==> config.mk <==
export PLATFORM = sky130hd
export DESIGN_NAME = csr_front
export DESIGN_NICKNAME = d
export VERILOG_FILES = /design/src/rtl/csr_pkg.sv /design/src/rtl/csr_front.sv
export SDC_FILE = /design/constraint.sdc
export NUM_CORES = 1
export LEC_CHECK = 0
export BUFFER_PORTS_ARGS = -buffer_cell sky130_fd_sc_hd__buf_2
export CAP_MARGIN = 10
export CELL_PAD_IN_SITES_DETAIL_PLACEMENT = 0
export CELL_PAD_IN_SITES_GLOBAL_PLACEMENT = 1
export CORE_UTILIZATION = 46
export DETAILED_ROUTE_END_ITERATION = 16
export GPL_ROUTABILITY_DRIVEN = 0
export PLACE_DENSITY_LB_ADDON = 0.08
export SYNTH_ARGS = -nofsm -noshare
export SYNTH_HDL_FRONTEND = slang
export SYNTH_SLANG_ARGS = --single-unit
==> constraint.sdc <==
create_clock -name clk -period 5.13 [get_ports clk]
set_input_delay 0.2565 -clock clk [delete_from_list [all_inputs] [get_ports clk]]
set_output_delay 0.2565 -clock clk [all_outputs]
set_load 0.05 [all_outputs]
==> src/rtl/csr_pkg.sv <==
// Shared constants, payload types and register codes of the centroid spring restraint.
package csr_pkg;

	// Block sizing
	localparam int MAX_ATOMS       = 1024;
	localparam int COORD_FRAC_BITS = 16;

	localparam int COORD_W  = 32;
	localparam int CNT_W    = $clog2(MAX_ATOMS + 1);
	localparam int SUM_W    = COORD_W + $clog2(MAX_ATOMS);
	localparam int C_W      = COORD_W + 1;
	localparam int D_W      = COORD_W + 2;
	localparam int MAG_W    = COORD_W;
	localparam int PROD_W   = 2 * COORD_W;
	localparam int DIVR_W   = CNT_W + COORD_FRAC_BITS - 1;
	localparam int SQ_W     = PROD_W + 2;
	localparam int E_SH     = 2 * COORD_FRAC_BITS;
	localparam int ENERGY_W = 63;
	localparam int GRAD_W   = 48;
	localparam int EACC_W   = (E_SH + ENERGY_W + 1 > SQ_W + COORD_W + 2) ?
		E_SH + ENERGY_W + 1 : SQ_W + COORD_W + 2;
	localparam int LANES    = 3;

	// Bit-serial divider
	localparam int DIV_STEPS = PROD_W;
	localparam int DIV_CNT_W = $clog2(DIV_STEPS);

	// Group queue
	localparam int QUEUE_DEPTH = 2;
	localparam int QPTR_W      = (QUEUE_DEPTH > 1) ? $clog2(QUEUE_DEPTH) : 1;
	localparam int QCNT_W      = $clog2(QUEUE_DEPTH + 1);

	// Configuration port
	localparam int ADDR_W = 4;
	localparam int DATA_W = 32;

	typedef enum logic [ADDR_W-3:0] {
		REG_FORCE_CONSTANT,
		REG_ANCHOR_X,
		REG_ANCHOR_Y,
		REG_ANCHOR_Z
	} reg_idx_t;

	typedef struct packed {
		logic signed [COORD_W-1:0] x_coord;
		logic signed [COORD_W-1:0] y_coord;
		logic signed [COORD_W-1:0] z_coord;
		logic                      last_atom;
	} in_item_t;

	typedef struct packed {
		logic [ENERGY_W-1:0]      energy;
		logic signed [GRAD_W-1:0] grad_x;
		logic signed [GRAD_W-1:0] grad_y;
		logic signed [GRAD_W-1:0] grad_z;
		logic                     too_many_atoms;
	} out_item_t;

	typedef struct packed {
		logic [COORD_W-1:0]        force_constant;
		logic signed [COORD_W-1:0] anchor_x;
		logic signed [COORD_W-1:0] anchor_y;
		logic signed [COORD_W-1:0] anchor_z;
	} cfg_t;

	// One finished group, handed from the accumulator to the compute side
	typedef struct packed {
		logic signed [SUM_W-1:0] sum_x;
		logic signed [SUM_W-1:0] sum_y;
		logic signed [SUM_W-1:0] sum_z;
		logic [CNT_W-1:0]        atom_count;
		logic                    count_overflow;
	} group_t;

endpackage

==> src/rtl/csr_front.sv <==
// Front end: accepts atoms, accumulates coordinate sums and counts, closes a group on the last atom.
module csr_front (
	input  logic              clk,
	input  logic              arst_n,
	input  logic              in_valid,
	output logic              in_stall,
	input  csr_pkg::in_item_t in_data,
	input  logic              q_full,
	output logic              q_push,
	output csr_pkg::group_t   q_group
);
	import csr_pkg::*;

	logic signed [SUM_W-1:0] sum_x_q;
	logic signed [SUM_W-1:0] sum_y_q;
	logic signed [SUM_W-1:0] sum_z_q;
	logic [CNT_W-1:0]        count_q;
	logic                    ovf_q;
	logic                    accept;
	logic                    room;
	group_t                  nxt;

	assign in_stall = q_full;
	assign accept   = in_valid && !q_full;
	assign room     = count_q != CNT_W'(MAX_ATOMS);

	// Add the atom while there is room, otherwise drop it and flag the group
	always_comb begin
		nxt.sum_x          = sum_x_q;
		nxt.sum_y          = sum_y_q;
		nxt.sum_z          = sum_z_q;
		nxt.atom_count     = count_q;
		nxt.count_overflow = ovf_q;
		if (room) begin
			nxt.sum_x      = sum_x_q + SUM_W'(in_data.x_coord);
			nxt.sum_y      = sum_y_q + SUM_W'(in_data.y_coord);
			nxt.sum_z      = sum_z_q + SUM_W'(in_data.z_coord);
			nxt.atom_count = count_q + 1'b1;
		end else begin
			nxt.count_overflow = 1'b1;
		end
	end

	assign q_push  = accept && in_data.last_atom;
	assign q_group = nxt;

	// Hold the running group; clear it once handed to the queue
	always_ff @(posedge clk or negedge arst_n) begin
		if (!arst_n) begin
			sum_x_q <= '0;
			sum_y_q <= '0;
			sum_z_q <= '0;
			count_q <= '0;
			ovf_q   <= 1'b0;
		end else if (accept) begin
			if (in_data.last_atom) begin
				sum_x_q <= '0;
				sum_y_q <= '0;
				sum_z_q <= '0;
				count_q <= '0;
				ovf_q   <= 1'b0;
			end else begin
				sum_x_q <= nxt.sum_x;
				sum_y_q <= nxt.sum_y;
				sum_z_q <= nxt.sum_z;
				count_q <= nxt.atom_count;
				ovf_q   <= nxt.count_overflow;
			end
		end
	end

endmodule

==> reports/qor.txt <==
status: completed
final net count: 2,211
crit path kind: flip-flop to primary output
total of max-cap violations: 0
layout cells sized above 1: 15.5%
sequential-to-total area share from yosys stat: 24.9%
Leakage: 7.90 nW
fin crit share: 82.9%
largest stage delay on the critical path: 640 ps
syn nets: 2,048
Worst EP arrival: 3990 ps
DRT antenna net count: 0
Synth cell types: 70
total core area: 0.0296 mm^2
Placed Cells: 2,352
Worst path slowest cell: o41ai_1
Mapped Area: 0.0139 mm^2
grt total ovfl: 0
row cnt: 63
ys flop type: dfrtp_1
Num CTS Buffers: 17
Yosys reg bits: 138
CTS sink count: 138
first-pass iteration count of the detailed router: 5
Slew @ Worst Pin: 1140 ps
drc violations: 0
Final min period: 4250 ps
die height: 176 um
Fin Hold WS: 253 ps
R2R setup slack: 1600 ps
critical path capture point type: primary output
area delta synth->final: 14.8%
Worst Path Required: 4870 ps
global-route wire length before repair: 69.7 mm
pwr dens: 754 mW/mm^2
Final Instance Count excl. Fillers: 2,384
unrepaired setup endpoints after global routing: false
vias: 14,057
Synth async-reset ratio: 100%
commonest cells after routing, fill and taps aside: nand2_1, buf_2, a21oi_1, o21ai_0, dfrtp_1
Setup Skew: 10.2 ps
Post-Syn Instances: 1,819
die area: 0.0309 mm^2
Critical Path Start Type: flip-flop
Buf/Inv on CP: 2
Peak Freq: 235 MHz
slew margin rel.: 23.0%
HPWL after detailed placement: 31.1 mm
Vias/cell: 5.90
# IOs: 241
antenna violations before repair: 5
crit-path leading delay family: compound AO/OA/AOI/OAI gates
FF-to-FF End: sum_x_q[25]
CTS root buf: clkbuf_16
area fraction of the dominant cell type after synthesis: 24.9%
Routed WL per cell: 18.2 um
reg2reg path depth: 7
clk slew on worst S/H paths: 60 ps
crit-path cells: ha_1 > inv_1 > fa_1 > nor2b_1 > o21ai_0 > a21oi_1 > o21ai_0 > nand3_1 > a21oi_1 > nand2b_1 > o41ai_1 > xnor2_1 > o21ai_1 > buf_2
commonest non-fill, non-tap cell in the layout: nand2_1
htree depth: 4
setup_tns: 0 ps
clock buffer depth: 2
Post-synth EDFFs: 0
Tot GR Track Use: 28.3%
mean post-synth cell area: 7.63 um^2
number of port buffers: 240
Total Wirelength: 43.5 mm
Worst IR Drop VDD: 538 uV
Worst Path Max Fanout: 5
largest net degree at the start of global routing: 73
max-slew violations: 0
Clock Latency Late Sink: 450 ps
HP Class: input port to asynchronous set/reset pin
final setup fails: 0
area leader, netlist: dfrtp_1
worst r2r src: count_q[0]
Syn. warnings: 0
Synth area leaders: dfrtp_1, ha_1, nand2_1, a21oi_1, o21ai_0
Core Util, Final: 53.8%
die width: 176 um
initial DRC count: 1,017
initial core utilization: 46.8%
TritonCTS clock tree: yes
Final Hold Fails: 0
vias in the first global route: 13,237
-- cell families (layout without fill, tap and decap cells) --
kind of cell / count (synthesis) / after routing / synth area share [%]
AOI/OAI and AO/OA: 685 / 685 / 32.3
xor gates and xnor gates: 121 / 121 / 7.64
adders and majority gates: 128 / 128 / 11.7
buffers and inverters: 149 / 323 / 4.07
DFF: 138 / 138 / 24.9
muxes: 5 / 5 / 0.388
other: 0 / 1 / 0
and+or+nand+nor: 593 / 593 / 19.0
-- synthesized netlist by cell type (4+ instances only) --
library cell  instances
o21ai_1              34
clkbuf_1             96
or2_2                 4
nor3b_1               5
buf_1                14
a21boi_1              5
nand2_1             316
nor3_1               24
nand3_1              33
nand3b_1              4
a31oi_1              19
a22oi_1              33
nand2b_1              8
nor2_1              101
a211oi_1             13
a211o_1               4
a22o_1               72
o31ai_1              17
dfrtp_1             138
and2_1                6
o21a_1               19
nor2b_1              18
a21oi_1             161
inv_1                37
or3_1                 7
o21bai_1             21
nand4_1              34
and4_1                4
o21ai_0             143
o2111ai_1             4
xnor2_1              74
ha_1                125
xor2_1               47
a21o_1               86
and3_1               19
o211ai_1             13
o41ai_1               4
-- sequential cells by signal, indices dropped and copies added, names as in the netlist --
name and flops:
count_q 11, ovf_q 1, sum_x_q 42, sum_z_q 42, sum_y_q 42
-- timing repair --
action / 4_1_cts / 5_1_grt
hold endpoints to repair: 29 / 0
buffers inserted: 0 / 0
resized for setup: 0 / 0
endpoints found under the setup margin: 0 / 0
hold buffers: 1 / 0
-- worst reg2reg max path: stages (launching register included) --
cell     delay, ps
dfrtp_1        450
inv_1          140
ha_1           160
nor4b_1        390
nand4_1        640
nand2_1       1100
o21ai_0        270
a22o_1         260
-- per-layer routing --
| metal | track usage, % | vias to the layer above | wire length (um) |
|---|---|---|---|
| li1 | - | 6961 | - |
| met1 | 37.8 | 6661 | 20100 |
| met2 | 46.5 | 388 | 20000 |
| met3 | 5.89 | 41 | 2710 |
| met4 | 6.99 | 6 | 688 |
| met5 | 0 | - | 39 |
-- where the power goes --
| group | total, mW | switching (mW) | internal (mW) |
|---|---|---|---|
| Combinational | 8.82 | 6.21 | 2.61 |
| Clock | 1.38 | 0.531 | 0.854 |
| Sequential | 1.82 | 0.361 | 1.46 |
-- area by class of cell --
type                    count  area [um^2]
diodes                      1         2.50
clock buffers              17          425
clock inverters            13          203
fillers                  2989        13700
inverters                  37          139
multi-input cells        1532         9890
flip-flops and latches    138         3450
well taps                 390          488
repair buffers            256         1340
-- per-stage QoR --
step | worst slack (ps) | instance area, um^2 | total power [mW]
floorplan | 1350 | 13900 | 8.67
global placement | 1500 | 15300 | 10.5
detailed placement | 1410 | 15300 | 10.6
CTS | 888 | 15900 | 12.0
global route | 598 | 15900 | 12.8
finish | 879 | 15900 | 12.0
-- worst max-delay path by stage --
stage	from	to	slack, ps	depth (start not counted)
floorplan	sum_z_q[0]	q_group[52]	1350	13
global placement	sum_x_q[0]	q_group[134]	1500	14
detailed placement	sum_z_q[0]	q_group[48]	1410	14
CTS	sum_x_q[0]	q_group[134]	890	14
global route	sum_z_q[0]	q_group[48]	600	14
finish	sum_x_q[0]	q_group[134]	880	14
Note: power is estimated with default switching activity, not from simulation.
