==> config.mk <==
export PLATFORM = sky130hd
export DESIGN_NAME = csr_queue
export DESIGN_NICKNAME = d
export VERILOG_FILES = /design/src/rtl/csr_pkg.sv /design/src/rtl/csr_queue.sv
export SDC_FILE = /design/constraint.sdc
export NUM_CORES = 1
export LEC_CHECK = 0
export BUFFER_PORTS_ARGS = -buffer_cell sky130_fd_sc_hd__buf_2
export CORE_MARGIN = 2
export CORE_UTILIZATION = 42
export DETAILED_ROUTE_END_ITERATION = 7
export HOLD_SLACK_MARGIN = 0.15
export PLACE_DENSITY = 0.66
export SKIP_LAST_GASP = 1
export SLEW_MARGIN = 10
export SYNTH_ARGS = -nofsm -noshare
export SYNTH_HDL_FRONTEND = slang
export SYNTH_SLANG_ARGS = --single-unit
==> constraint.sdc <==
create_clock -name clk -period 15.8 [get_ports clk]
set_input_delay 1.58 -clock clk [delete_from_list [all_inputs] [get_ports clk]]
set_output_delay 1.58 -clock clk [all_outputs]
set_load 0.05 [all_outputs]
==> src/rtl/csr_pkg.sv <==
// Shared constants, payload types and register codes of the centroid spring restraint.
package csr_pkg;

	// Block sizing
	localparam int MAX_ATOMS       = 1024;
	localparam int COORD_FRAC_BITS = 16;

	localparam int COORD_W  = 32;
	localparam int CNT_W    = $clog2(MAX_ATOMS + 1);
	localparam int SUM_W    = COORD_W + $clog2(MAX_ATOMS);
	localparam int C_W      = COORD_W + 1;
	localparam int D_W      = COORD_W + 2;
	localparam int MAG_W    = COORD_W;
	localparam int PROD_W   = 2 * COORD_W;
	localparam int DIVR_W   = CNT_W + COORD_FRAC_BITS - 1;
	localparam int SQ_W     = PROD_W + 2;
	localparam int E_SH     = 2 * COORD_FRAC_BITS;
	localparam int ENERGY_W = 63;
	localparam int GRAD_W   = 48;
	localparam int EACC_W   = (E_SH + ENERGY_W + 1 > SQ_W + COORD_W + 2) ?
		E_SH + ENERGY_W + 1 : SQ_W + COORD_W + 2;
	localparam int LANES    = 3;

	// Bit-serial divider
	localparam int DIV_STEPS = PROD_W;
	localparam int DIV_CNT_W = $clog2(DIV_STEPS);

	// Group queue
	localparam int QUEUE_DEPTH = 2;
	localparam int QPTR_W      = (QUEUE_DEPTH > 1) ? $clog2(QUEUE_DEPTH) : 1;
	localparam int QCNT_W      = $clog2(QUEUE_DEPTH + 1);

	// Configuration port
	localparam int ADDR_W = 4;
	localparam int DATA_W = 32;

	typedef enum logic [ADDR_W-3:0] {
		REG_FORCE_CONSTANT,
		REG_ANCHOR_X,
		REG_ANCHOR_Y,
		REG_ANCHOR_Z
	} reg_idx_t;

	typedef struct packed {
		logic signed [COORD_W-1:0] x_coord;
		logic signed [COORD_W-1:0] y_coord;
		logic signed [COORD_W-1:0] z_coord;
		logic                      last_atom;
	} in_item_t;

	typedef struct packed {
		logic [ENERGY_W-1:0]      energy;
		logic signed [GRAD_W-1:0] grad_x;
		logic signed [GRAD_W-1:0] grad_y;
		logic signed [GRAD_W-1:0] grad_z;
		logic                     too_many_atoms;
	} out_item_t;

	typedef struct packed {
		logic [COORD_W-1:0]        force_constant;
		logic signed [COORD_W-1:0] anchor_x;
		logic signed [COORD_W-1:0] anchor_y;
		logic signed [COORD_W-1:0] anchor_z;
	} cfg_t;

	// One finished group, handed from the accumulator to the compute side
	typedef struct packed {
		logic signed [SUM_W-1:0] sum_x;
		logic signed [SUM_W-1:0] sum_y;
		logic signed [SUM_W-1:0] sum_z;
		logic [CNT_W-1:0]        atom_count;
		logic                    count_overflow;
	} group_t;

endpackage

==> src/rtl/csr_queue.sv <==
// Short queue of finished groups between the front end and the compute back end.
module csr_queue (
	input  logic            clk,
	input  logic            arst_n,
	input  logic            push,
	input  csr_pkg::group_t push_data,
	output logic            full,
	input  logic            pop,
	output logic            empty,
	output csr_pkg::group_t head
);
	import csr_pkg::*;

	group_t            slot_q [QUEUE_DEPTH];
	logic [QPTR_W-1:0] wr_ptr_q;
	logic [QPTR_W-1:0] rd_ptr_q;
	logic [QCNT_W-1:0] cnt_q;

	assign full  = cnt_q == QCNT_W'(QUEUE_DEPTH);
	assign empty = cnt_q == '0;
	assign head  = slot_q[rd_ptr_q];

	// Advance pointers and occupancy
	always_ff @(posedge clk or negedge arst_n) begin
		if (!arst_n) begin
			wr_ptr_q <= '0;
			rd_ptr_q <= '0;
			cnt_q    <= '0;
		end else begin
			if (push) begin
				wr_ptr_q <= (wr_ptr_q == QPTR_W'(QUEUE_DEPTH - 1)) ? '0 : wr_ptr_q + 1'b1;
			end
			if (pop) begin
				rd_ptr_q <= (rd_ptr_q == QPTR_W'(QUEUE_DEPTH - 1)) ? '0 : rd_ptr_q + 1'b1;
			end
			if (push && !pop) begin
				cnt_q <= cnt_q + 1'b1;
			end else if (pop && !push) begin
				cnt_q <= cnt_q - 1'b1;
			end
		end
	end

	// Store the pushed group
	always_ff @(posedge clk) begin
		if (push) begin
			slot_q[wr_ptr_q] <= push_data;
		end
	end

endmodule

==> results of run 1 <==
-- through the flow --
| step | cells | worst slack [ps] | power [uW] | utilization | hold slack, ps |
|---|---|---|---|---|---|
| 2_1_floorplan | 445 | 7590 | 1940 | - | 455 |
| 3_3_place_gp | 1034 | 11580 | 2120 | 0.503 | 474 |
| 3_5_place_dp | 1034 | 11550 | 2140 | 0.503 | 483 |
| 4_1_cts | 1084 | 10960 | 2730 | 0.538 | 495 |
| 5_1_grt | 1088 | 10840 | 2810 | 0.540 | 545 |
| 6_report | 1089 | 11070 | 2710 | 0.540 | 493 |
-- state kept, by name, summed over array words and instances (netlist names) --
name,flops
slot_q,276
cnt_q,2
rd_ptr_q,1
wr_ptr_q,1
-- area by class of cell --
class / count / area share
inverters: 1 / 0.000294
diodes: 3 / 0.000589
multi-input cells: 149 / 0.129
flip-flops and latches: 280 / 0.658
well taps: 319 / 0.0313
repair buffers: 287 / 0.116
clock inverters: 13 / 0.00491
clock buffers: 37 / 0.0593
-- worst max-delay path, cell delays in order (launching register included) --
cell and delay (ps):
dfrtp_4 890, buf_4 940, mux2_2 450, buf_2 220
-- routing by layer --
metal / GRT usage / share of wire
met3: 0.0455 / 0.082
met2: 0.253 / 0.50
met5: 0 / 0.00066
met4: 0.0554 / 0.027
met1: 0.176 / 0.39
-- power by group --
| group | internal [uW] | switching (uW) | leakage [uW] |
|---|---|---|---|
| combinational | 290 | 781 | 0.00174 |
| sequential | 986 | 60.2 | 0.00264 |
| clock | 333 | 257 | 0.000396 |
| total | 1610 | 1100 | 0.00477 |
-- cell usage in the layout (no fill, tap or decap), drive strengths merged --
| master | n |
|---|---|
| ha | 1 |
| nor2b | 2 |
| dfrtp | 4 |
| edfxtp | 276 |
| inv | 1 |
| clkbuf | 37 |
| clkinv | 11 |
| buf | 287 |
| xor2 | 4 |
| diode | 3 |
| and2 | 1 |
| xnor2 | 1 |
| clkinvlp | 2 |
| nor2 | 2 |
| mux2 | 138 |
-- cell families (layout without fill, tap and decap cells) --
group | after synthesis | count (layout) | share of synthesized area
xor gates and xnor gates | 5 | 5 | 0.00430
adders and majority gates | 1 | 1 | 0.00123
buffers and inverters | 16 | 338 | 0.0150
DFF | 280 | 280 | 0.824
muxes | 138 | 138 | 0.153
other | 0 | 3 | 0
and+or+nand+nor | 5 | 5 | 0.00258
-- worst max-delay path by stage --
stage	endpoint	slack (ps)	cells past startpoint
after floorplan	slot_q[0][0]$_DFFE_PP_	7590	1
after global placement	head[129]	11580	3
after detailed placement	head[129]	11550	3
after CTS	head[129]	10960	3
after global routing	head[129]	10840	3
final	head[129]	11070	3
==> flow_metrics.py, run 1 <==
metrics = {
    "grt": {
        "grt_pass1_wl_um": 29900,
        "grt_max_degree": 91,
        "overflow": 0,
        "grtUsageTotal": 0.148,
        "antenna_found_initial": 4,
        "grt_pass1_vias": 5660,
    },
    "sta": {
        "finalCritPeriodShare": 0.300,
        "finClkSkew_ps": 8.87,
        "drv_slew": 0,
        "fmax_mhz": 211,
        "period_minus_slack_ps": 4730,
        "setup_viol": 0,
        "finalHoldViolCount": 0,
        "timing.slew.headroom": 0.222,
        "fin_setup_tns_ps": 0,
        "rsz0062_at_grt": "no",
        "tightest_slew_ps": 1170,
    },
    "synth": {
        "syn-num-nets": 588,
        "async_reset_ff_frac": 0.0143,
        "syn_area_mm2": 0.0102,
        "yosys_warnings": 0,
        "synth_top_area_cell": "edfxtp_1",
        "synth-seq-cells": 280,
        "avgSynthCellArea_um2": 22.9,
        "synth_ff_type": "edfxtp_1",
        "yosysSeqAreaShare": 0.824,
        "synth_cells": 445,
        "yosysMostFrequentCell": "edfxtp_1",
        "synthTopCellsByCount": "edfxtp_1 (276), mux2_2 (138), buf_6 (11), dfrtp_1 (4), xor2_1 (4)",
        "synth-edff-count": 276,
        "synth_top_area_share": 0.814,
        "yosys.cell_types.count": 13,
        "ys_top_cells_by_area": "edfxtp_1 (81%), mux2_2 (15%), buf_6 (1.2%)",
    },
    "layout": {
        "nets": 890,
        "num-fill-cells": 1895,
        "multi_input_comb_area_mm2": 0.00165,
        "fin_area_mm2": 0.0128,
        "area_growth_pct": 25.3,
        "drive_gt1_frac": 0.605,
        "ff_latch_area_mm2": 0.00839,
    },
    "cts": {
        "path_clk_slew_ps": 60,
        "clock_path_buffers": 3,
        "cts_resized": 0,
        "cts_made_buffers": 28,
        "cts_setup_buffers": 0,
        "cts_tree": "built",
        "clockRootBuffer": "clkbuf_16",
        "htreeDepth": 1,
        "clock_latency_ps": 530,
        "cts.sinks": 280,
        "cts_hold_buf": 0,
    },
    "setup_path": {
        "critPathLaunch": "rd_ptr_q$_DFFE_PN0P_",
        "crit_path_start_kind": "register",
        "r2r-end": "slot_q[1][78]$_DFFE_PP_",
        "arrival_ps": 3150,
        "cp_max_fo": 85,
        "critPathCaptureType": "output port",
        "critical_path_class": "register to output port",
        "ff2ff_path_depth": 3,
        "timing.rr.start": "wr_ptr_q$_DFFE_PN0P_",
        "reg2reg_setup_slack_ps": 13520,
        "critical_path_required_ps": 14220,
    },
    "worst_hold_path": {
        "hold_class": "register to register",
        "hp-start": "cnt_q[1]$_DFFE_PN0P_",
        "holdPathStages": 1,
        "min_to": "cnt_q[1]$_DFFE_PN0P_",
    },
    "drt": {
        "drtPass1Iterations": 6,
        "wl_per_cell_um": 18.1,
        "wl_um": 19700,
        "drc_errors": 0,
        "drt_iter0_drc": 236,
        "vias": 5186,
        "via_per_inst": 4.76,
        "antenna_violating_nets_post_route": 0,
    },
    "placement": {
        "dpl_cell_area_mm2": 0.0119,
        "place.gp.congestion": 0.752,
        "dp_hpwl_um": 12800,
        "port_buffers": 281,
    },
    "power": {
        "ir_drop_mv": 0.122,
        "p_leak_uw": 0.00477,
        "power_density_mw_per_mm2": 212,
    },
    "floorplan": {
        "initial_core_util": 0.431,
        "core_area_mm2": 0.0236,
        "dieArea_mm2": 0.0255,
        "io_pins": 282,
        "die_w_um": 160,
        "num_rows": 56,
        "dieHeight_um": 160,
    },
    "outcome": {
        "status": "completed",
    },
    "flow_run": {
        "maxCapViolations": 0,
    },
}
(Power assumes the default switching activity.)
==> run 2, diff against run 1 <==
--- a/config.mk
+++ b/config.mk
@@ -5,12 +5,13 @@
 export SDC_FILE = /design/constraint.sdc
 export NUM_CORES = 1
 export LEC_CHECK = 0
+export ABC_AREA = 1
 export BUFFER_PORTS_ARGS = -buffer_cell sky130_fd_sc_hd__buf_2
 export CORE_MARGIN = 2
 export CORE_UTILIZATION = 42
 export DETAILED_ROUTE_END_ITERATION = 7
 export HOLD_SLACK_MARGIN = 0.15
-export PLACE_DENSITY = 0.66
+export PLACE_DENSITY = 0.69
 export SKIP_LAST_GASP = 1
 export SLEW_MARGIN = 10
 export SYNTH_ARGS = -nofsm -noshare
==> constraint.sdc (replaced) <==
create_clock -name clk -period 3.8 [get_ports clk]
set_input_delay 0.38 -clock clk [delete_from_list [all_inputs] [get_ports clk]]
set_output_delay 0.38 -clock clk [all_outputs]
set_load 0.05 [all_outputs]
==> flow_metrics.py, run 2 <==
metrics = {
    "outcome": {
        "status": "completed",
    },
    "drt": {
        "wl_um": 21300,
        "wl_per_cell_um": 17.2,
        "via_per_inst": 4.61,
        "vias": 5729,
        "drc_errors": 0,
        "antenna_violating_nets_post_route": 0,
        "drtPass1Iterations": 4,
        "drt_iter0_drc": 378,
    },
    "grt": {
        "grt_max_degree": 78,
        "met2_usage": 0.293,
        "antenna_found_initial": 1,
        "grt_use_met3": 0.0447,
        "grt_pass1_vias": 6291,
        "top_usage_layer": "met2",
        "overflow": 0,
        "grt_pass1_wl_um": 33500,
        "grtUsageTotal": 0.165,
        "use_met1": 0.195,
    },
    "setup_path": {
        "cpLargestDelayFamily": "flip-flops",
        "critical_path_buf_inv_count": 2,
        "crit_chain": "buf_12 > mux2_2 > buf_2",
        "crit_path_max_incr_delay_ps": 860,
        "ff2ff_path_depth": 3,
        "cp_max_fo": 55,
        "critical_path_class": "register to output port",
        "critPathCaptureType": "output port",
        "path_depth": 3,
        "arrival_ps": 2410,
        "slowest_stage": "dfrtp_4",
        "critical_path_required_ps": 3420,
        "crit_path_start_kind": "register",
    },
    "synth": {
        "synthTopCellsByCount": "edfxtp_1 (276), mux2_2 (138), buf_6 (11), inv_1 (7), nand2_1 (5)",
        "synth_top_area_cell": "edfxtp_1",
        "synth-edff-count": 276,
        "async_reset_ff_frac": 0.0143,
        "synthAdderAreaFrac": 0.00123,
        "yosys_warnings": 0,
        "synth_cells": 454,
        "synth_xor_area_frac": 0.00258,
        "synth_compound_gate_area_share": 0,
        "synth_top_area_share": 0.813,
        "yosys.cell_types.count": 14,
        "synth-seq-cells": 280,
        "synthMuxAreaShare": 0.152,
        "ys_top_cells_by_area": "edfxtp_1 (81%), mux2_2 (15%), buf_6 (1.2%)",
        "syn-num-nets": 597,
        "yosysSeqAreaShare": 0.823,
        "synth_ff_type": "edfxtp_1",
        "synth_top_family_by_area": "multiplexers",
        "yosysMostFrequentCell": "edfxtp_1",
        "synth-simple-area-share": 0.00405,
        "avgSynthCellArea_um2": 22.5,
        "syn_area_mm2": 0.0102,
    },
    "floorplan": {
        "dieArea_mm2": 0.0255,
        "die_w_um": 160,
        "num_rows": 57,
        "dieHeight_um": 160,
        "initial_core_util": 0.423,
        "core_area_mm2": 0.0241,
        "io_pins": 282,
    },
    "layout": {
        "drive_gt1_frac": 0.502,
        "largest_register_ffs": 276,
        "area_growth_pct": 39.2,
        "reg.largest.list": "slot_q: 276 flops, cnt_q: 2 flops",
        "layout_common_cells": "buf_2 (281), edfxtp_1 (276), dlygate4sd3_1 (141)",
        "num-fill-cells": 1835,
        "layout_commonest_cell": "buf_2",
        "nets": 1040,
        "regMostFlops": "slot_q",
    },
    "sta": {
        "drv_slew": 0,
        "hold_ws_ps": 204,
        "finalHoldViolCount": 0,
        "tightest_slew_ps": 839,
        "setup_viol": 0,
        "setup_ws_ps": 1010,
        "rsz0062_at_grt": "no",
        "timing.slew.headroom": 0.440,
        "fmax_mhz": 358,
        "fin_setup_tns_ps": 0,
        "period_minus_slack_ps": 2790,
        "finClkSkew_ps": 8.06,
        "finalCritPeriodShare": 0.734,
    },
    "placement": {
        "pre_cts_slack_ps": 1530,
        "port_buffers": 281,
        "place.gp.congestion": 0.732,
        "dp_hpwl_um": 12400,
    },
    "flow_run": {
        "maxCapViolations": 0,
    },
    "worst_hold_path": {
        "hold_class": "input port to asynchronous set/reset pin",
    },
    "cts": {
        "cts_tree": "built",
        "cts_setup_buffers": 0,
        "clock_latency_ps": 530,
        "cts.sinks": 280,
        "clockRootBuffer": "clkbuf_16",
        "clock_path_buffers": 3,
        "cts_made_buffers": 28,
        "htreeDepth": 1,
        "path_clk_slew_ps": 60,
    },
    "power": {
        "power_density_mw_per_mm2": 806,
        "p_leak_uw": 0.00539,
        "ir_drop_mv": 0.582,
        "power_uw": 11400,
    },
}
run 2: cell count changes in the layout (fill, tap and decap cells not counted), moves of 2 or more:
cell	before	now
buf_12	1	4
buf_4	4	2
clkbuf_1	8	15
clkinv_1	6	3
clkinvlp_4	2	0
diode_2	3	1
dlygate4sd3_1	0	141
inv_1	1	6
nand2_1	0	5
xor2_1	4	2
run 2: final timing paths:
| path | start | end | slack, ps |
|---|---|---|---|
| worst max register to register | wr_ptr_q$_DFFE_PN0P_ | slot_q[1][45]$_DFFE_PP_ | 1960 |
| max in group asynchronous | arst_n | rd_ptr_q$_DFFE_PN0P_ | 3460 |
| worst min-delay path | arst_n | cnt_q[1]$_DFFE_PN0P_ | 200 |
| min in group clk | cnt_q[1]$_DFFE_PN0P_ | cnt_q[1]$_DFFE_PN0P_ | 500 |
| worst max-delay path | rd_ptr_q$_DFFE_PN0P_ | head[120] | 1010 |
| worst min register to register | cnt_q[1]$_DFFE_PN0P_ | cnt_q[1]$_DFFE_PN0P_ | 500 |
run 2: logic make-up (layout without fill, tap and decap cells):
group	count (synthesis)	in the layout
XOR/XNOR	3	3
adder cells (fa/ha/maj)	1	1
buffers and inverters	22	486
flip-flops	280	280
multiplexers	138	138
other	0	1
AND/OR/NAND/NOR	10	10
run 2: power breakdown:
part	leakage (uW)	total (uW)	switching, uW	internal (uW)
clock	0.000395	2470	1070	1400
combinational	0.00236	4620	3310	1310
sequential	0.00264	4340	243	4100
total	0.00539	11400	4630	6810
run 2: cell type report:
cell class / instances / area [um2] / area share
multi-input cells: 152 / 1640 / 0.116
clock buffers: 44 / 782 / 0.0551
flip-flops and latches: 280 / 8390 / 0.591
well taps: 324 / 405 / 0.0286
diodes: 1 / 2.50 / 0.000176
repair buffers: 428 / 2910 / 0.205
clock inverters: 7 / 31.3 / 0.00220
inverters: 7 / 31.3 / 0.00220
run 2: timing repair:
action / in CTS / in global routing
resized for setup: 0 / 0
hold endpoints to repair: 282 / 0
hold buffers: 141 / 0
run 2: metal layers:
layer / wire length [um] / up-vias
met5: 0 / -
met4: 620 / 0
met3: 1410 / 42
met2: 10900 / 200
met1: 8430 / 2793
li1: - / 2694
run 2: stage by stage:
step	cell area, um2	util	cells
after floorplan	10200	-	454
after CTS	14200	0.589	1242
after global placement	12000	0.497	1050
final	14200	0.589	1243
after detailed placement	12000	0.497	1050
after global routing	14200	0.589	1243
